`src/mwo_pkg.sv`:
```
// Shared types, constants and register map of the multi-waveform oscillator.
package mwo_pkg;

    localparam int PHASE_BITS_DEF  = 32;
    localparam int SINE_DEPTH_DEF  = 1024;
    localparam int SAMPLE_BITS_DEF = 16;

    localparam int FREQ_W = 24;
    localparam int AMP_W  = 16;
    localparam int PPH_W  = 24;
    localparam int KNEE_W = 16;
    localparam int WAVE_W = 3;
    localparam int U_W    = 16;
    localparam int Y_W    = 18;
    localparam int DIV_NW = 32;
    localparam int DIV_DW = 17;
    localparam int APB_AW = 4;
    localparam int APB_DW = 32;

    localparam logic [WAVE_W-1:0] WAVE_SINE  = 3'd0;
    localparam logic [WAVE_W-1:0] WAVE_SQSAW = 3'd1;
    localparam logic [WAVE_W-1:0] WAVE_SAW   = 3'd2;
    localparam logic [WAVE_W-1:0] WAVE_SINE5 = 3'd3;
    localparam logic [WAVE_W-1:0] WAVE_TRI   = 3'd4;
    localparam logic [WAVE_W-1:0] WAVE_MORPH = 3'd5;

    localparam logic [1:0] REG_WAVE = 2'd0;
    localparam logic [1:0] REG_AMP  = 2'd1;
    localparam logic [1:0] REG_PPH  = 2'd2;
    localparam logic [1:0] REG_KNEE = 2'd3;

    localparam logic [WAVE_W-1:0] WAVE_RST = WAVE_MORPH;
    localparam logic [AMP_W-1:0]  AMP_RST  = 16'd13107;
    localparam logic [PPH_W-1:0]  PPH_RST  = 24'd89478;
    localparam logic [KNEE_W-1:0] KNEE_RST = 16'd8000;

    typedef enum logic [3:0] {
        S_IDLE, S_PREP, S_ROM, S_POW1, S_POW2, S_POW3, S_KDIV, S_KWAIT,
        S_SDIV, S_SWAIT, S_SHAPE, S_GAIN, S_HOLD
    } t_state;

    typedef enum logic [3:0] {
        OP_NONE, OP_LOAD, OP_PREP, OP_ROM, OP_POW1, OP_POW2, OP_POW3,
        OP_KSTART, OP_KTAKE, OP_SSTART, OP_SHAPE, OP_GAIN, OP_OUT
    } t_op;

    typedef struct packed {
        t_op op;
    } t_cmd;

    typedef struct packed {
        logic k_big;
        logic div_busy;
        logic div_done;
        logic out_busy;
    } t_status;

    typedef struct packed {
        logic [WAVE_W-1:0] waveform;
        logic [AMP_W-1:0]  amplitude;
        logic [PPH_W-1:0]  phase_per_hz;
        logic [KNEE_W-1:0] morph_knee_hz;
    } t_cfg;

endpackage

```
`src/mwo_ctrl.sv`:
```
// Oscillator controller: sequences each transaction through the datapath.
module mwo_ctrl import mwo_pkg::*; (
    input  logic              i_clk,
    input  logic              i_rst_n,
    input  logic              i_in_valid,
    input  logic [WAVE_W-1:0] i_waveform,
    input  t_status           i_st,
    output logic              o_in_ready,
    output t_cmd              o_cmd
);

    t_state r_state;
    t_state n_state;

    always_ff @(posedge i_clk) begin
        if (!i_rst_n) begin
            r_state <= S_IDLE;
        end else begin
            r_state <= n_state;
        end
    end

    always_comb begin
        n_state    = r_state;
        o_cmd.op   = OP_NONE;
        o_in_ready = 1'b0;
        case (r_state)
            S_IDLE: begin
                o_in_ready = 1'b1;
                if (i_in_valid) begin
                    o_cmd.op = OP_LOAD;
                    n_state  = S_PREP;
                end
            end
            S_PREP: begin
                o_cmd.op = OP_PREP;
                n_state  = S_ROM;
            end
            S_ROM: begin
                o_cmd.op = OP_ROM;
                if (i_waveform == WAVE_SINE5) begin
                    n_state = S_POW1;
                end else if (i_waveform == WAVE_MORPH) begin
                    n_state = i_st.k_big ? S_SDIV : S_KDIV;
                end else begin
                    n_state = S_SHAPE;
                end
            end
            S_POW1: begin
                o_cmd.op = OP_POW1;
                n_state  = S_POW2;
            end
            S_POW2: begin
                o_cmd.op = OP_POW2;
                n_state  = S_POW3;
            end
            S_POW3: begin
                o_cmd.op = OP_POW3;
                n_state  = S_SHAPE;
            end
            S_KDIV: begin
                o_cmd.op = OP_KSTART;
                n_state  = S_KWAIT;
            end
            S_KWAIT: begin
                if (i_st.div_done) begin
                    o_cmd.op = OP_KTAKE;
                    n_state  = S_SDIV;
                end
            end
            S_SDIV: begin
                o_cmd.op = OP_SSTART;
                n_state  = S_SWAIT;
            end
            S_SWAIT: begin
                if (i_st.div_done) begin
                    n_state = S_SHAPE;
                end
            end
            S_SHAPE: begin
                o_cmd.op = OP_SHAPE;
                n_state  = S_GAIN;
            end
            S_GAIN: begin
                o_cmd.op = OP_GAIN;
                n_state  = S_HOLD;
            end
            S_HOLD: begin
                if (!i_st.out_busy) begin
                    o_cmd.op = OP_OUT;
                    n_state  = S_IDLE;
                end
            end
            default: begin
                n_state = S_IDLE;
            end
        endcase
    end

    a_idle_div_quiet: assert property (@(posedge i_clk) disable iff (!i_rst_n)
        r_state == S_IDLE |-> !i_st.div_busy)
        else $error("divider busy while idle");

    a_div_runs: assert property (@(posedge i_clk) disable iff (!i_rst_n)
        (r_state == S_KDIV || r_state == S_SDIV) |=> i_st.div_busy)
        else $error("divider did not start");

    a_div_to_shape: assert property (@(posedge i_clk) disable iff (!i_rst_n)
        (r_state == S_SWAIT && i_st.div_done) |=> r_state == S_SHAPE)
        else $error("quotient not taken");

endmodule

```
`config.mk`:
```
export PLATFORM = sky130hd
export DESIGN_NAME = mwo_ctrl
export DESIGN_NICKNAME = d
export VERILOG_FILES = /design/src/mwo_pkg.sv /design/src/mwo_ctrl.sv
export SDC_FILE = /design/constraint.sdc
export NUM_CORES = 1
export LEC_CHECK = 0
export ABC_AREA = 1
export ABC_CLOCK_PERIOD_IN_PS = 2700
export BUFFER_PORTS_ARGS = -buffer_cell sky130_fd_sc_hd__buf_2
export CAP_MARGIN = 15
export CORE_AREA = 2 2 39 41
export CTS_CLUSTER_DIAMETER = 30
export CTS_CLUSTER_SIZE = 20
export DETAILED_ROUTE_END_ITERATION = 8
export DIE_AREA = 0 0 41 43
export PLACE_DENSITY = 0.64
export RECOVER_POWER = 25
export SYNTH_ARGS = -nofsm -noshare
export SYNTH_HDL_FRONTEND = slang
export SYNTH_SLANG_ARGS = --single-unit
```
`constraint.sdc`:
```
create_clock -name i_clk -period 2.7 [get_ports i_clk]
set_input_delay 0.405 -clock i_clk [delete_from_list [all_inputs] [get_ports i_clk]]
set_output_delay 0.405 -clock i_clk [all_outputs]
set_load 0.01 [all_outputs]
```
# [Yosys cells after proc, flatten, opt, wreduce, memory -nomap -nowiden]
# Cells that the tools add are included.
[op_classes] n_reduce_logical=2 addsub=0 shifts=0 bitwise=0 muxes=13 order_cmp=0 div=0 n_mul=0 eq_ne=18
[ops] cell="$pmux 4 s13" n=1
[ops] cell="$pmux 4 s12" n=1
[ops] cell="$mux 4" n=9
[ops] cell="$eq 4x4->1 const B" n=5
[ops] cell="$eq 4x3->1 const B" n=4
[ops] cell="$eq 4x2->1 const B" n=2
[ops] cell="$ne 2x2->1 const B" n=4
[ops] cell="$eq 4x1->1 const B" n=1
[ops] cell="$logic_not 4->1" n=1
[ops] cell="$reduce_and 4->1" n=1
[ops] cell="$eq 3x2->1 const B" n=1
[ops] cell="$eq 3x3->1 const B" n=1
[ops] cell="$mux 1" n=2
[totals] output_inout_bits=5 n_memories=0 mem_bits_rw=0 ff_bits=4 wordCells=34 romBits=0 latch_bits=0

# [Longest topological paths before layout]
# Gate-level depths: netlist of the first run.
[depth] depth_word=4 depth_mapped=8

# [Worst setup path after synthesis of the first run]
# No wires, ideal clock.
[synth_timing] kind="register -> output" start="register r_state[2]" end="output port o_cmd[0] in the netlist's numbering" t_required_ps=2295 t_arrival_ps=1171 stages_incl_launch_ff=6 path_slack_ps=1124 n_path_buf=0 path_cell_list="dfxtp_1 -> nor2_1 -> inv_2 -> nor3_1 -> a21oi_1 -> o221ai_1"
[synth_rtl] element="start, declared" line_no="mwo_ctrl.sv:12" rtl="t_state r_state;"
[synth_rtl] element="start signal, assigned" line_no="mwo_ctrl.sv:19" rtl="r_state <= n_state;"
[synth_rtl] element="end, declared" line_no="mwo_ctrl.sv:9" rtl="output t_cmd o_cmd"

==> flow_summary.json, run 1 <==
{
  "dp_hpwl_um": 874,
  "start_util": 0.314,
  "core_sq_um": 1380,
  "track_usage": 0.150,
  "largest_reg_flops": 4,
  "worstPathArrival_ns": 1.48,
  "cpPeakStageDelay_ns": 0.37,
  "critPathMaxFanout": 7,
  "cts_buffers": 3,
  "setup_total_negative_slack_ns": 0,
  "grt_first_pass_wirelength_um": 1830,
  "clock.fmax_mhz": 531,
  "clk_pin_slew_worst_paths_ns": 0.04,
  "ys_ff_latch": 4,
  "insertion_delay_ns": 0.24,
  "synth-xor-area-share": 0,
  "placed_cell_area_sq_um": 519,
  "outcome": "finished clean",
  "ioPinCount": 15,
  "clock_path_buffers": 2,
  "crit_start": "r_state[2]",
  "setup_violations": 0,
  "die_area_sq_um": 1760,
  "wl_um": 1040,
  "antenna_found_initial": 0,
  "finalPower_mw": 0.335,
  "hp-start": "i_rst_n",
  "gp_congestion": 0.805,
  "synth.area.mux_share": 0,
  "fp.dieW_um": 41,
  "fin_skew_ns": 0.00312,
  "top_register": "r_state",
  "ir_worst_vdd_mv": 0.272,
  "mappedNetlistArea_sq_um": 434,
  "cts_sinks": 4,
  "die_h_um": 43,
  "vias": 552,
  "crit_required_ns": 2.30,
  "synth_cells": 80,
  "drt-wirelength-per-cell_um": 9.32,
  "grt_overflow": 0,
  "path_class": "reg -> out",
  "power_density_nw_per_um2": 621,
  "finalHoldViolCount": 0,
  "maxSlewViolCount": 0,
  "num_rows": 14,
  "rsz0062_at_grt": "no",
  "cts_root_buf": "clkbuf_4",
  "drcViolationCount": 0,
  "antenna_left": 0,
  "top_regs": "r_state (4)",
  "cts_tree": "yes",
  "areaGrowthSynthToFinish_pct": 24.2,
  "grt_pass1_vias": 485,
  "dr.pass1.iters": 4,
  "antenna_cells": 0,
  "synth.net_count": 90,
  "via_per_inst": 4.93,
  "maxCapViolations": 0,
  "power.leakage_nw": 0.284,
  "synth.yosys.seq_area_share": 0.184,
  "period_share": 0.698,
  "holdBufCountCts": 0,
  "synth_cell_type_count": 20,
  "final_area_sq_um": 539,
  "cts_setup_buffers": 0,
  "syn_avg_cell_area_sq_um": 5.43,
  "synthAdderAreaFrac": 0,
  "synth_compound_area_frac": 0.176,
  "nNetsFinal": 108,
  "drive_gt1_frac": 0.260,
  "worstHoldPathType": "in -> reg",
  "ctsResizeCount": 0,
  "endpoint_kind": "output port",
  "cts_htree_levels": 1,
  "fin_crit_ns": 1.88,
  "synth_top_family_by_area": "simple AND/OR/NAND/NOR gates",
  "worstPathCellList": "nor2_1 > inv_2 > nor3_1 > a21oi_1 > o221ai_1 > buf_2",
  "cp-start-kind": "flip-flop",
  "r2r-start": "r_state[2]",
  "critPathSlowestCell": "dfxtp_1",
  "slew_headroom": 0.817,
  "grt_max_degree": 8,
  "synth-simple-area-share": 0.501,
  "worstMarginPinSlew_ns": 0.274,
  "yosys_warnings": 0,
  "drtIter0Drc": 10,
  "portBuffers": 13
}
stage by stage:
stage | instances | hold WS, ns | setup slack [ns] | utilization
3_5_place_dp | 109 | 0.552 | 1.08 | 0.375
5_1_grt | 112 | 0.478 | 0.636 | 0.390
6_report | 112 | 0.439 | 0.816 | 0.390
3_3_place_gp | 109 | 0.557 | 1.07 | 0.375
4_1_cts | 112 | 0.442 | 0.819 | 0.392
2_1_floorplan | 80 | 0.513 | 1.12 | -
critical path, delay by kind of cell (launching register included):
family | cells | cell delay (ns)
DFF | 1 | 0.37
buffers and inverters | 2 | 0.24
and+or+nand+nor | 2 | 0.44
AOI/OAI and AO/OA | 2 | 0.18
power by group:
part | total [mW] | internal [mW] | switching [mW] | leakage (nW)
Sequential | 0.0868 | 0.0693 | 0.0175 | 0.0327
Clock | 0.0768 | 0.0499 | 0.0269 | 0.0138
Combinational | 0.171 | 0.0671 | 0.104 | 0.238
Total | 0.335 | 0.186 | 0.149 | 0.284
cells in the final DEF (no fill, tap or decap), types with 2 or more instances in the layout:
cell / count
o21ai_0: 2
nor2_1: 11
o211ai_1: 2
nand3b_1: 2
inv_1: 11
nand4_1: 2
nand2_1: 22
a21oi_1: 4
dfxtp_1: 4
clkbuf_4: 3
buf_2: 13
inv_2: 4
nand3_1: 6
nor2_2: 3
synth_stat cells:
cell / number / area (sq um)
nor2_1: 11 / 41.3
dfxtp_1: 4 / 80.1
inv_1: 10 / 37.5
o211ai_1: 2 / 15.0
nand3_2: 1 / 10.0
o21ai_0: 2 / 10.0
nand4_1: 2 / 12.5
o22ai_1: 1 / 6.26
nand3b_1: 2 / 15.0
a21oi_1: 4 / 20.0
o221ai_1: 1 / 8.76
nand3_1: 6 / 30.0
nor3_1: 1 / 5.00
inv_2: 5 / 18.8
nand2_2: 1 / 6.26
o21bai_1: 1 / 7.51
clkinv_1: 1 / 3.75
a21oi_2: 1 / 8.76
nor2_2: 3 / 18.8
nand2_1: 21 / 78.8
cell families (layout without fill, tap and decap cells):
| group | after synthesis | count (layout) |
|---|---|---|
| buffers and inverters | 16 | 32 |
| flip-flops | 4 | 4 |
| AO/OA/AOI/OAI | 12 | 12 |
| AND/OR/NAND/NOR | 48 | 48 |
final timing paths:
kind                 to  slack [ns]  depth (start not counted)
min          r_state[3]        0.44                          3
max            o_cmd[0]        0.82                          6
max reg2reg  r_state[3]        1.44                          8
min reg2reg  r_state[3]        0.56                          2
layout make-up:
type	count	area (sq um)
inverter	16	60.1
clock buffer	3	22.5
tap	16	20.0
timing repair buffer	13	65.1
multi-input combinational	60	292
fill	167	845
sequential	4	80.1
layer usage:
metal  GRT usage  vias to the layer above  share of wire
li1            -                      295              -
met1       0.177                      232           0.43
met2       0.238                       23           0.48
met3      0.0314                        2          0.071
met4      0.0800                        0         0.0096
met5           0                        -              0
(Power assumes the default switching activity.)
==> inputs of run 2 (changes only) <==
ABC_CLOCK_PERIOD_IN_PS = 1500   (was 2700)
PLACE_DENSITY = 0.66   (was 0.64)
clock period = 1.5 ns   (was 2.7 ns; I/O delays follow)
==> flow_summary.json, run 2 (same netlist as run 1, synthesis figures left out) <==
{
  "setup_total_negative_slack_ns": 0,
  "cts_htree_levels": 1,
  "antenna_found_initial": 0,
  "clk_pin_slew_worst_paths_ns": 0.04,
  "hold_path_depth": 3,
  "cts_root_buf": "clkbuf_4",
  "grt_pass1_vias": 440,
  "worstPathArrival_ns": 1.25,
  "final_cell_mix": "20 x nand2_1, 13 x buf_2, 9 x inv_1",
  "drcViolationCount": 0,
  "grt_overflow": 0,
  "drt-wirelength-per-cell_um": 10.2,
  "fin_ws_ns": 0.0274,
  "cts_buffers": 3,
  "pre_cts_ws_ns": 0.146,
  "via_per_inst": 4.82,
  "power_density_nw_per_um2": 1110,
  "fin_skew_ns": 0.000607,
  "met2_usage": 0.209,
  "vias": 549,
  "fp.dieW_um": 41,
  "wl_um": 1160,
  "final-seq-area_sq_um": 92.6,
  "start_util": 0.314,
  "portBuffers": 13,
  "dr.pass1.iters": 4,
  "drive_gt1_frac": 0.418,
  "endpoint_kind": "output port",
  "track_usage": 0.141,
  "period_share": 0.982,
  "num-fill-cells": 139,
  "clock_path_buffers": 2,
  "top_register": "r_state",
  "gp_congestion": 0.859,
  "die_h_um": 43,
  "areaGrowthSynthToFinish_pct": 42.1,
  "drtIter0Drc": 7,
  "nNetsFinal": 110,
  "slew_headroom": 0.864,
  "rsz0062_at_grt": "yes",
  "antenna_left": 0,
  "outcome": "finished clean",
  "path_class": "reg -> out",
  "finalHoldViolCount": 0,
  "num_rows": 14,
  "grt_first_pass_wirelength_um": 1780,
  "ioPinCount": 15,
  "grt_max_degree": 8,
  "insertion_delay_ns": 0.23,
  "worstMarginPinSlew_ns": 0.204,
  "grtUsageMet1": 0.206,
  "fin_crit_ns": 1.47,
  "power.leakage_nw": 0.307,
  "top_regs": "r_state (4)",
  "finish.utilization": 0.446,
  "core_sq_um": 1380,
  "clock.fmax_mhz": 679,
  "largest_reg_flops": 4,
  "crit_required_ns": 1.27,
  "grt_use_met3": 0.0471,
  "maxSlewViolCount": 0,
  "layout_commonest_cell": "nand2_1",
  "finalPower_mw": 0.687,
  "cts_tree": "yes",
  "multi_input_area_sq_um": 339,
  "critPathMaxFanout": 6,
  "gr-max-usage-layer": "met2",
  "dp_hpwl_um": 875,
  "cp-start-kind": "flip-flop",
  "antenna_cells": 0,
  "cts_sinks": 4,
  "holdBufCountCts": 0,
  "worstHoldPathType": "in -> reg",
  "setup_violations": 0,
  "die_area_sq_um": 1760,
  "ir_worst_vdd_mv": 0.641,
  "r2r_cells": 7,
  "maxCapViolations": 0
}
-- run 2: per-layer routing --
metal,part of all wire,vias to the layer above
met4,0,0
met3,0.042,0
li1,-,296
met5,0,-
met2,0.50,13
met1,0.45,240
-- run 2: area by class of cell --
class                      count  share of cell area
multi-input combinational     60               0.550
sequential                     4               0.150
tap                           16              0.0325
inverter                      16               0.101
timing repair buffer          15               0.130
clock buffer                   3              0.0365
-- run 2: repair_timing --
action,in CTS,in global routing
pin swaps,0,1
endpoints found under the setup margin,4,4
buffers inserted,0,1
resized for setup,6,16
-- run 2: power breakdown --
group	switching, mW	internal (mW)
sequential	0.0509	0.131
clock	0.0417	0.0893
combinational	0.213	0.161
-- run 2: worst max-delay path: stages, from the launching register on --
cell and delay [ns]:
dfxtp_4 0.39, inv_1 0.10, nor2_4 0.13, nand2_1 0.08, o221ai_1 0.15, buf_2 0.16
-- run 2: through the flow --
| stage | cell area, sq um | std cells | hold WS (ns) |
|---|---|---|---|
| after detailed placement | 527 | 110 | 0.513 |
| after global routing | 617 | 114 | 0.293 |
| final | 617 | 114 | 0.263 |
| after floorplan | 434 | 80 | 0.396 |
| after CTS | 562 | 113 | 0.267 |
| after global placement | 527 | 110 | 0.503 |
-- run 2: path summary, 6_finish.rpt --
| path | slack (ns) | startpoint | to |
|---|---|---|---|
| hold / removal | 0.26 | i_rst_n | r_state[3] |
| setup / recovery | 0.03 | r_state[3] | o_cmd[0] |
| setup reg to reg | 0.32 | r_state[2] | r_state[1] |
| hold reg to reg | 0.54 | r_state[2] | r_state[2] |
==> inputs of run 3 (changes only) <==
ABC_CLOCK_PERIOD_IN_PS = default   (was 1500)
SETUP_SLACK_MARGIN = 0.1   (was default)
==> flow_summary.json, run 3 (same netlist as run 1, synthesis figures left out) <==
{
  "drive_gt1_frac": 0.440,
  "die_area_sq_um": 1760,
  "maxCapViolations": 0,
  "r2r-start": "r_state[3]",
  "setup_violations": 0,
  "fin_skew_ns": 0.000675,
  "grt_overflow": 0,
  "largest_reg_flops": 4,
  "finalHoldViolCount": 0,
  "period_share": 0.982,
  "hp-start": "i_rst_n",
  "antenna_cells": 0,
  "layout_commonest_cell": "nand2_1",
  "path_class": "reg -> out",
  "worstMarginPinSlew_ns": 0.220,
  "cp-start-kind": "flip-flop",
  "rsz0062_at_grt": "yes",
  "placed_cell_area_sq_um": 527,
  "grt_max_degree": 8,
  "ioPinCount": 15,
  "drt-wirelength-per-cell_um": 10.5,
  "vias": 568,
  "power.leakage_nw": 0.315,
  "grt_pass1_vias": 466,
  "worstHoldEndpoint": "r_state[3]",
  "clock.fmax_mhz": 679,
  "top_register": "r_state",
  "fin_crit_ns": 1.47,
  "core_sq_um": 1380,
  "cts_buffers": 3,
  "fp.dieW_um": 41,
  "critPathMaxFanout": 6,
  "crit_required_ns": 1.27,
  "wl_um": 1220,
  "portBuffers": 13,
  "antenna_found_initial": 0,
  "reg2reg_slack_ns": 0.25,
  "track_usage": 0.152,
  "via_per_inst": 4.90,
  "worstHoldPathType": "in -> reg",
  "gp_congestion": 0.859,
  "maxSlewViolCount": 0,
  "dr.pass1.iters": 6,
  "die_h_um": 43,
  "cts_htree_levels": 1,
  "clk_pin_slew_worst_paths_ns": 0.04,
  "grt_first_pass_wirelength_um": 1900,
  "cts_tree": "yes",
  "dp_hpwl_um": 875,
  "final_cell_mix": "19 x nand2_1, 13 x buf_2, 9 x inv_1",
  "top_regs": "r_state (4)",
  "areaGrowthSynthToFinish_pct": 45.5,
  "start_util": 0.314,
  "finalPower_mw": 0.707,
  "slew_headroom": 0.853,
  "nNetsFinal": 112,
  "r2r_cells": 9,
  "finish.utilization": 0.457,
  "drcViolationCount": 0,
  "cts_sinks": 4,
  "worstPathArrival_ns": 1.25,
  "num_rows": 14,
  "drtIter0Drc": 23,
  "power_density_nw_per_um2": 1120,
  "antenna_left": 0,
  "insertion_delay_ns": 0.23,
  "ir_worst_vdd_mv": 0.636,
  "cts_root_buf": "clkbuf_4",
  "hold_path_depth": 3,
  "clock_path_buffers": 2,
  "endpoint_kind": "output port",
  "final_area_sq_um": 632,
  "outcome": "finished clean",
  "reg2reg_to": "r_state[3]"
}
[run 3: metrics by stage]
step | hold slack (ns) | TNS, ns | setup WS [ns] | cells
2_1_floorplan | 0.396 | 0 | 0.104 | 80
3_3_place_gp | 0.503 | 0 | 0.163 | 110
3_5_place_dp | 0.513 | 0 | 0.146 | 110
4_1_cts | 0.266 | 0 | 0.0418 | 116
5_1_grt | 0.293 | -0.0648 | -0.0322 | 116
6_report | 0.263 | 0 | 0.0271 | 116
[run 3: area by class of cell]
| class | count | area (sq um) |
|---|---|---|
| Timing Repair Buffer | 17 | 95.1 |
| Fill cell | 137 | 752 |
| Multi-Input combinational cell | 60 | 337 |
| Clock buffer | 3 | 22.5 |
| Sequential cell | 4 | 92.6 |
| Tap cell | 16 | 20.0 |
| Inverter | 16 | 65.1 |
[run 3: worst max-delay path by stage]
stage / startpoint / end / cells after the start
6_report: r_state[3] / o_cmd[0] / 5
5_1_grt: r_state[3] / o_cmd[0] / 6
4_1_cts: r_state[3] / o_cmd[0] / 6
3_5_place_dp: r_state[2] / o_cmd[0] / 6
3_3_place_gp: r_state[2] / o_cmd[0] / 6
2_1_floorplan: r_state[2] / o_cmd[0] / 5
[run 3: repair_timing]
item / 4_1_cts / 5_1_grt
gates resized for setup: 14 / 8
buffers inserted: 3 / 0
pin swaps: 2 / 0
endpoints found under the setup margin: 5 / 4
hold buffers: 0 / 0
[run 3: worst max-delay path, stage by stage, from the launching register on]
cell and delay, ns:
dfxtp_4 0.39, inv_1 0.09, nor2_2 0.14, nand2_1 0.09
o221ai_1 0.15, buf_2 0.16
[run 3: power by group]
part	total (mW)	switching (mW)	internal, mW	leakage [nW]
sequential	0.180	0.0491	0.131	0.0353
clock	0.131	0.0416	0.0893	0.0138
combinational	0.396	0.222	0.174	0.266
[run 3: routing by layer]
metal  vias up  track usage  wire, um
met2        24        0.234       616
met5         -            0         0
met3         0       0.0471        77
li1        299            -         -
met1       245        0.217       526
met4         0            0         0
